<file path="src/rtl/core/tdp_pkg.sv">
// ----------------------------------------------------------------------------
// tdp_pkg
// Widths, wheel constants and shared types of the trial division prime test.
// ----------------------------------------------------------------------------
`timescale 1ns / 1ps

package tdp_pkg;

    // Candidate width and derived widths
    localparam int WIDTH = 32;
    localparam int DIV_W = WIDTH / 2 + 1;       // trial divisor, covers sqrt bound + wheel step
    localparam int SQ_W  = WIDTH + 2;           // running square of the trial divisor
    localparam int CNT_W = $clog2(WIDTH + 1);   // bit counter of the serial divider

    // Wheel constants (6k +/- 1)
    localparam int FIRST_ODD   = 3;
    localparam int WHEEL_FIRST = 5;
    localparam int WHEEL_STEP  = 6;
    localparam int WHEEL_GAP   = 2;

    // Status of the serial remainder unit
    typedef struct packed {
        logic done;      // remainder ready, one-cycle pulse
        logic is_zero;   // remainder is zero, valid with done
    } rem_stat_t;

endpackage

</file>
<file path="src/rtl/core/tdp_rem_serial.sv">
// ----------------------------------------------------------------------------
// tdp_rem_serial
// Bit-serial restoring remainder unit: one dividend bit per cycle.
// ----------------------------------------------------------------------------
`timescale 1ns / 1ps

module tdp_rem_serial (
    input  logic                     clk,
    input  logic                     rst_n,
    input  logic                     launch,
    input  logic [tdp_pkg::WIDTH-1:0] dividend,
    input  logic [tdp_pkg::DIV_W-1:0] divisor,
    output tdp_pkg::rem_stat_t       stat
);
    import tdp_pkg::*;

    logic [WIDTH-1:0] shift_reg, shift_next;
    logic [DIV_W-1:0] rem_reg, rem_next;
    logic [DIV_W-1:0] div_reg, div_next;
    logic [CNT_W-1:0] cnt_reg, cnt_next;
    logic             run_reg, run_next;
    logic             done_reg, done_next;
    logic [DIV_W:0]   trial;
    logic [DIV_W:0]   diff;

    // Shift the next dividend bit into the partial remainder
    assign trial = {rem_reg, shift_reg[WIDTH-1]};
    assign diff  = trial - {1'b0, div_reg};

    // Advance one bit per cycle, restore on borrow
    always_comb
    begin
        shift_next = shift_reg;
        rem_next   = rem_reg;
        div_next   = div_reg;
        cnt_next   = cnt_reg;
        run_next   = run_reg;
        done_next  = 1'b0;
        if (launch)
        begin
            shift_next = dividend;
            rem_next   = '0;
            div_next   = divisor;
            cnt_next   = CNT_W'(WIDTH);
            run_next   = 1'b1;
        end
        else if (run_reg)
        begin
            shift_next = {shift_reg[WIDTH-2:0], 1'b0};
            if (trial >= {1'b0, div_reg})
            begin
                rem_next = diff[DIV_W-1:0];
            end
            else
            begin
                rem_next = trial[DIV_W-1:0];
            end
            cnt_next = cnt_reg - CNT_W'(1);
            if (cnt_reg == CNT_W'(1))
            begin
                run_next  = 1'b0;
                done_next = 1'b1;
            end
        end
    end

    // Hold control state under reset
    always_ff @(posedge clk or negedge rst_n)
    begin
        if (!rst_n)
        begin
            cnt_reg  <= '0;
            run_reg  <= 1'b0;
            done_reg <= 1'b0;
        end
        else
        begin
            cnt_reg  <= cnt_next;
            run_reg  <= run_next;
            done_reg <= done_next;
        end
    end

    // Datapath registers
    always_ff @(posedge clk)
    begin
        shift_reg <= shift_next;
        rem_reg   <= rem_next;
        div_reg   <= div_next;
    end

    assign stat.done    = done_reg;
    assign stat.is_zero = (rem_reg == '0);

endmodule

</file>
<file path="config.mk">
export PLATFORM = sky130hd
export DESIGN_NAME = tdp_rem_serial
export DESIGN_NICKNAME = d
export VERILOG_FILES = /design/src/rtl/core/tdp_pkg.sv /design/src/rtl/core/tdp_rem_serial.sv
export SDC_FILE = /design/constraint.sdc
export NUM_CORES = 1
export LEC_CHECK = 0
export BUFFER_PORTS_ARGS = -buffer_cell sky130_fd_sc_hd__buf_2
export CAP_MARGIN = 15
export CORE_MARGIN = 3
export CORE_UTILIZATION = 56
export CTS_CLUSTER_SIZE = 20
export DETAILED_ROUTE_END_ITERATION = 8
export PLACE_DENSITY = 0.78
export SLEW_MARGIN = 20
export SYNTH_ARGS = -nofsm -noshare
export SYNTH_HDL_FRONTEND = slang
export SYNTH_SLANG_ARGS = --single-unit
</file>
<file path="constraint.sdc">
create_clock -name clk -period 5.3 [get_ports clk]
set_input_delay 1.06 -clock clk [delete_from_list [all_inputs] [get_ports clk]]
set_output_delay 1.06 -clock clk [all_outputs]
set_load 0.005 [all_outputs]
</file>
; Word level (Yosys, flattened, before mapping)
; Index checks and enable logic that the tools add are counted.
[word_totals]
n_memories = 0
elab_cells = 23
ff_bits = 74
rom_bits = 0
mem_bits_rw = 0
latchBits = 0
output_inout_bits = 2
inputBits = 52
[op_classes]
mux = 11
mul = 0
shift = 0
addsub = 2
n_lt_le_gt_ge = 1
div = 0
n_eq_ne = 1
n_reduce_logical = 2
bitwise = 0
[op_table]
columns = op, count
row1 = $mux W32, 2
row2 = $ge A18 B17 Y1, 1
row3 = $logic_not A17 Y1, 1
row4 = $mux W17, 1
row5 = $sub A17 B17 Y17, 1
row6 = $mux W6, 2
row7 = $eq A6 B1 Y1 const B, 1
row8 = $mux W1, 6
row9 = $sub A6 B1 Y6 const B, 1
row10 = $reduce_bool A2 Y1, 1

; Logic depth before layout (Yosys ltp)
; Gate-level depths: netlist of run 1.
[depth]
depth_word = 4
depth_mapped = 11
mapped_depth_nobuf = 10

; Worst setup path after synthesis of run 1
; Ideal clock, no wire load.
[synth_timing]
path_type = register to register
start = reg shift_reg[31]
end = reg rem_reg[10]
t_arrival_ps = 2486
path_slack_ps = 2677
path_stages_with_launch = 12
path_buffers = 1
t_required_ps = 5163
setup_ps = 137
path_cell_list = edfxtp_1 -> inv_1 -> ha_1 -> inv_1 -> fa_1 -> a21o_1 -> a221oi_2 -> o221ai_2 -> a31oi_4 -> buf_6 -> mux2i_1 -> a211oi_1
[synth_between]
elab_chain_cells = 2
word_cells_on_any_way = 3
cone_classes = add/sub: 1 / order compare: 1 / mux: 1
[synth_lines]
columns = element, line_no
row1 = start: declaration, tdp_rem_serial.sv:17  ; logic [WIDTH-1:0] shift_reg, shift_next;
row2 = start signal: assignment, tdp_rem_serial.sv:87  ; shift_reg <= shift_next;
row3 = $sub A17 B17 Y17 or $ge A18 B17 Y1 (tied branches), "tdp_rem_serial.sv:28, tdp_rem_serial.sv:50"
row4 = $mux W17 *, tdp_rem_serial.sv:50  ; if (trial >= {1'b0, div_reg})
row5 = end signal: assignment, tdp_rem_serial.sv:88  ; rem_reg <= rem_next;
row6 = end: declaration, tdp_rem_serial.sv:18  ; logic [DIV_W-1:0] rem_reg, rem_next;
; Every way passes the cells marked *; elsewhere a longest branch is shown, timed or not.
; A chain may end at the register's enable or synchronous reset.

; Final worst setup path of run 1
[layout_timing]
start = reg shift_reg[31]
end = reg rem_reg[3]
; Same word-level chain as after synthesis.

==> flow_summary.json, run 1 <==
{
  "placed_cells": 471,
  "synth_edf_count": 49,
  "multiInputGateArea_um2": 1760,
  "final_cell_mix": "53 x buf_2, 49 x edfxtp_1, 31 x mux2_2, 26 x nor2_1, 22 x inv_1",
  "die_h_um": 89.7,
  "end_kind": "flip-flop",
  "maxSlewHeadroom_pct": 48.1,
  "synth_top_area_cell": "edfxtp_1",
  "netlist.area_leader.share_pct": 37.5,
  "register_area_um2": 2010,
  "diodes": 0,
  "fp.dieW_um": 89.7,
  "clk_latency_ns": 0.35,
  "synth_cell_type_count": 53,
  "grt_use_total_pct": 19.3,
  "p_leak_nw": 1.94,
  "drv_cap": 0,
  "synth_nets": 411,
  "clk_pin_slew_ns": 0.08,
  "cts_resized": 0,
  "largest_reg_flops": 32,
  "fin_ws_ns": 2.12,
  "grt_pass1_wl_um": 12500,
  "fin_setup_tns_ns": 0,
  "drtIter0Drc": 160,
  "setup_viol_count_final": 0,
  "fp.dieArea_um2": 8050,
  "worstMarginPinSlew_ns": 0.778,
  "hold_viol": 0,
  "rows": 29,
  "hold_slack_ns": 0.539,
  "post-route-min-period_ns": 3.18,
  "via_count": 2746,
  "start_util_pct": 59.8,
  "antenna_left": 0,
  "final_nets": 461,
  "grt_pass1_vias": 2684,
  "drive_gt1_share_pct": 28.2,
  "htree_levels": 3,
  "wirelength_um": 7600,
  "io_buffers": 53,
  "worstPathRequired_ns": 5.49,
  "clockBufferDepth": 2,
  "cts_setup_buffers": 0,
  "grt_overflow": 0,
  "fmax_ghz": 0.315,
  "critical_path_arrival_ns": 3.36,
  "worstReg2RegStart": "shift_reg[31]",
  "yosys_most_used_dff": "edfxtp_1",
  "grt_max_degree": 46,
  "antenna_found_initial": 0,
  "ios": 54,
  "avgSynthCellArea_um2": 11.6,
  "hold_class": "input pin to asynchronous set/reset pin",
  "cts_tree": "done",
  "ys_warn_count": 0,
  "synth_area_leaders": "edfxtp_1 37%, mux2_2 8.9%, dfxtp_1 8.7%",
  "synthArstFlopShare_pct": 10.8,
  "drt_pass1_iterations": 4,
  "rsz0062_at_grt": "false",
  "gp_congestion": 0.943,
  "drcViolationCount": 0,
  "syn_to_final_growth_pct": 13.4,
  "fillers": 506,
  "final.period_utilization_pct": 59.9,
  "hold_buffers": 0,
  "fin_skew_ns": 0.00895,
  "drv_slew": 0,
  "cellPowerDensity_nw_per_um2": 368,
  "cts_buffers": 9,
  "path_max_fanout": 25,
  "core_area_um2": 6570,
  "power.ir.vdd_worst_uv": 233,
  "instances_no_fill": 487,
  "worstSetupPathType": "flip-flop to flip-flop",
  "synthCells": 339,
  "startpoint_type": "flip-flop",
  "fin_util_pct": 67.8,
  "final_common_cell": "buf_2",
  "post-dp-hpwl_um": 5540,
  "synth_seq_cells": 74,
  "ys_seq_area_share_pct": 51.2,
  "dp_slack_ns": 2.17,
  "r2r_cells": 10,
  "cts_sinks": 74,
  "crit-reg2reg-capture": "rem_reg[3]",
  "reg2reg_slack_ns": 2.12,
  "post_drt_via_cell_ratio": 5.64,
  "synthesis.area_um2": 3930,
  "outcome": "complete, no violations",
  "routedWlPerCell_um": 15.6,
  "root_buffer": "clkbuf_8"
}
==> cell type report <==
cell class | count | area share [%]
sequential | 74 | 45.2
multi-input combinational | 226 | 39.4
timing repair buffer | 55 | 6.30
clock buffer | 9 | 2.78
tap | 93 | 2.61
inverter | 23 | 1.94
clock inverter | 7 | 1.74
==> kinds of logic (layout without fill, tap and decap cells) <==
logic type                 count (synthesis)  after routing  synth area share, %
AOI/OAI and AO/OA                         66             66                 12.2
xor gates and xnor gates                  16             16                 3.57
adders and majority gates                 20             20                 6.56
buffers and inverters                     39             94                 4.05
DFF                                       74             74                 51.2
muxes                                     40             40                 11.2
and+or+nand+nor                           84             84                 11.2
==> worst max-delay path by stage <==
| stage | startpoint | end | slack (ns) | cells past startpoint |
|---|---|---|---|---|
| global route | shift_reg[31] | rem_reg[3] | 1.96 | 10 |
| finish | shift_reg[31] | rem_reg[3] | 2.12 | 10 |
| global placement | shift_reg[31] | rem_reg[1] | 2.29 | 10 |
| detailed placement | shift_reg[31] | rem_reg[3] | 2.17 | 10 |
| CTS | shift_reg[31] | rem_reg[3] | 2.16 | 10 |
| floorplan | shift_reg[31] | rem_reg[10] | 2.68 | 11 |
==> per-stage QoR <==
| step | cell area [µm²] | total power [mW] |
|---|---|---|
| 2_1_floorplan | 3930 | 1.09 |
| 3_3_place_gp | 4250 | 1.19 |
| 3_5_place_dp | 4250 | 1.21 |
| 4_1_cts | 4450 | 1.64 |
| 5_1_grt | 4450 | 1.73 |
| 6_report | 4450 | 1.64 |
==> cells in the mapped netlist, types with 9 or more instances <==
library cell	number
ha_1	19
o21ai_0	11
mux2_2	31
clkbuf_1	13
a21oi_1	15
edfxtp_1	49
nand2_1	15
mux2i_1	9
a211oi_1	10
inv_1	23
dfxtp_1	17
nor2_1	26
==> worst max-delay path: stages, from the launching register on <==
cell and delay (ns):
edfxtp_1 0.42, inv_1 0.08, ha_1 0.16, inv_1 0.06
fa_1 0.39, a21o_1 0.22, a221oi_2 0.38, o221ai_2 0.25
a31oi_4 0.68, mux2i_1 0.28, a211oi_1 0.10
==> where the power goes <==
| group | internal, mW | total [mW] | switching, mW |
|---|---|---|---|
| sequential | 0.707 | 0.772 | 0.0645 |
| clock | 0.221 | 0.441 | 0.220 |
| combinational | 0.198 | 0.426 | 0.228 |
==> per-layer routing <==
layer | wire [µm] | global-route usage (%)
met5 | 0 | 0
met1 | 3550 | 26.4
met3 | 498 | 4.76
met2 | 3410 | 29.8
met4 | 136 | 7.66
No activity file was read; power rests on OpenSTA's default activity.
==> inputs of run 2 (changes only) <==
Settings changed: CORE_UTILIZATION 56 to 52, PLACE_DENSITY 0.78 to 0.76.
Clock period 5.3 ns to 2.6 ns, I/O delays scaled along.
==> run 2 against run 1 <==
Net effect:
- global-route usage shrank 0.40 points
- utilization decreased by 4.2 points
- flip-flop and latch count is the same
- die area grew 7.2%
- maximum frequency grew 26%
- count of clock-buffer cells in the layout unchanged
- final area grew 4.1%
- critical endpoint unchanged
- highest routed layer unchanged
==> flow_summary.json, run 2 (same netlist as run 1, synthesis figures left out) <==
{
  "gp_congestion": 0.908,
  "power.ir.vdd_worst_uv": 439,
  "grt_max_degree": 46,
  "power_mw": 3.42,
  "fin_ws_ns": 0.0827,
  "hold_viol": 0,
  "p_int_mw": 2.36,
  "cts_tree": "done",
  "drive_gt1_share_pct": 31.4,
  "share_comb_of_total_power_pct": 27.7,
  "final.period_utilization_pct": 96.8,
  "grt_overflow": 0,
  "dp_slack_ns": -0.102,
  "fp.dieW_um": 92.9,
  "diodes": 0,
  "die_h_um": 92.9,
  "antenna_found_initial": 0,
  "wirelength_um": 7550,
  "critical_path_arrival_ns": 2.74,
  "maxSlewHeadroom_pct": 57.6,
  "post-route-min-period_ns": 2.52,
  "fin_skew_ns": 0.00999,
  "final_cell_mix": "53 x buf_2, 49 x edfxtp_1, 31 x mux2_2, 26 x nor2_1, 22 x inv_1",
  "worstPathRequired_ns": 2.82,
  "worstSetupPathType": "flip-flop to flip-flop",
  "drtIter0Drc": 161,
  "path_max_fanout": 8,
  "clk_pin_slew_ns": 0.09,
  "rsz0062_at_grt": "true",
  "routedWlPerCell_um": 14.9,
  "instances_no_fill": 507,
  "fmax_ghz": 0.397,
  "largest_reg_flops": 32,
  "final_common_cell": "buf_2",
  "fp.dieArea_um2": 8630,
  "grt_pass1_vias": 2826,
  "via_count": 2793,
  "cts_buffers": 9,
  "p_leak_nw": 2.01,
  "drt_pass1_iterations": 4,
  "cellPowerDensity_nw_per_um2": 738,
  "antenna_left": 0,
  "root_buffer": "clkbuf_8",
  "grt_use_total_pct": 18.9,
  "pwr-share-clk_pct": 26.6,
  "ios": 54,
  "setup_viol_count_final": 0,
  "syn_to_final_growth_pct": 18.0,
  "fin_setup_tns_ns": 0,
  "drv_slew": 0,
  "core_area_um2": 7290,
  "netSwitchingPower_mw": 1.06,
  "drcViolationCount": 0,
  "power_frac_seq_pct": 45.7,
  "drv_cap": 0,
  "cts_sinks": 74,
  "fillers": 612,
  "io_buffers": 53,
  "placed_cells": 488,
  "grt_pass1_wl_um": 12800,
  "rows": 31,
  "fin_util_pct": 63.5,
  "outcome": "complete, no violations",
  "post-dp-hpwl_um": 5520,
  "start_util_pct": 53.8,
  "end_kind": "flip-flop",
  "swShare_pct": 31.1,
  "hold_class": "input pin to flip-flop",
  "htree_levels": 3,
  "post_drt_via_cell_ratio": 5.51,
  "final_nets": 475,
  "clockBufferDepth": 2,
  "startpoint_type": "flip-flop",
  "clk_latency_ns": 0.35,
  "worstMarginPinSlew_ns": 0.627
}
==> run 2: stage by stage <==
step / instance area, µm² / hold WS, ns
2_1_floorplan: 3930 / 0.224
3_3_place_gp: 4370 / 0.370
3_5_place_dp: 4370 / 0.372
4_1_cts: 4600 / 0.326
5_1_grt: 4630 / 0.324
6_report: 4630 / 0.341
==> run 2: layout make-up <==
type	instances	area (µm²)	share of cell area [%]
flip-flops and latches	74	2010	43.4
multi-input cells	226	1790	38.7
repair buffers	69	417	8.99
clock buffers	9	124	2.67
well taps	99	124	2.67
inverters	23	86.3	1.86
clock inverters	7	77.6	1.67
==> run 2: critical path, stage by stage (launching register included) <==
cell and delay (ns):
edfxtp_1 0.39, inv_1 0.07, ha_2 0.18, inv_2 0.04, fa_2 0.33, a21o_1 0.20, a221oi_4 0.32, o221ai_2 0.17
a31oi_4 0.20, buf_6 0.18, mux2i_2 0.22, a211oi_2 0.09
==> run 2: path summary, 6_finish.rpt <==
check	start	end	slack, ns	cells past startpoint
max in group asynchronous	rst_n	cnt_reg[3]	1.88	2
min	divisor[1]	div_reg[1]	0.34	1
min reg2reg	rem_reg[2]	rem_reg[2]	0.53	2
max reg2reg	shift_reg[31]	rem_reg[3]	0.08	11
max	shift_reg[31]	rem_reg[3]	0.08	11
min in group asynchronous	rst_n	cnt_reg[5]	0.55	2
==> run 2: power groups by stage <==
stage	Sequential, mW	Combinational [mW]	Clock [mW]
after global routing	1.59	1.06	0.986
after CTS	1.56	0.928	0.928
final	1.56	0.949	0.908
after detailed placement	1.59	0.906	0
after global placement	1.58	0.876	0
after floorplan	1.54	0.671	0
==> run 2: layer usage <==
layer | share of wire, % | global-route usage [%] | up-vias
met5 | 0 | 0 | -
met4 | 1.6 | 8.18 | 0
met3 | 6.1 | 4.14 | 9
met2 | 47 | 30.0 | 83
met1 | 46 | 25.0 | 1315
li1 | - | - | 1386
==> run 2: what timing repair did <==
item                                    4_1_cts  5_1_grt
buffers inserted                              1        1
endpoints found under the setup margin       11       15
gates resized for setup                       3        7
hold buffers                                  1        0
hold endpoints to repair                      8        0
pin swaps                                     4       11
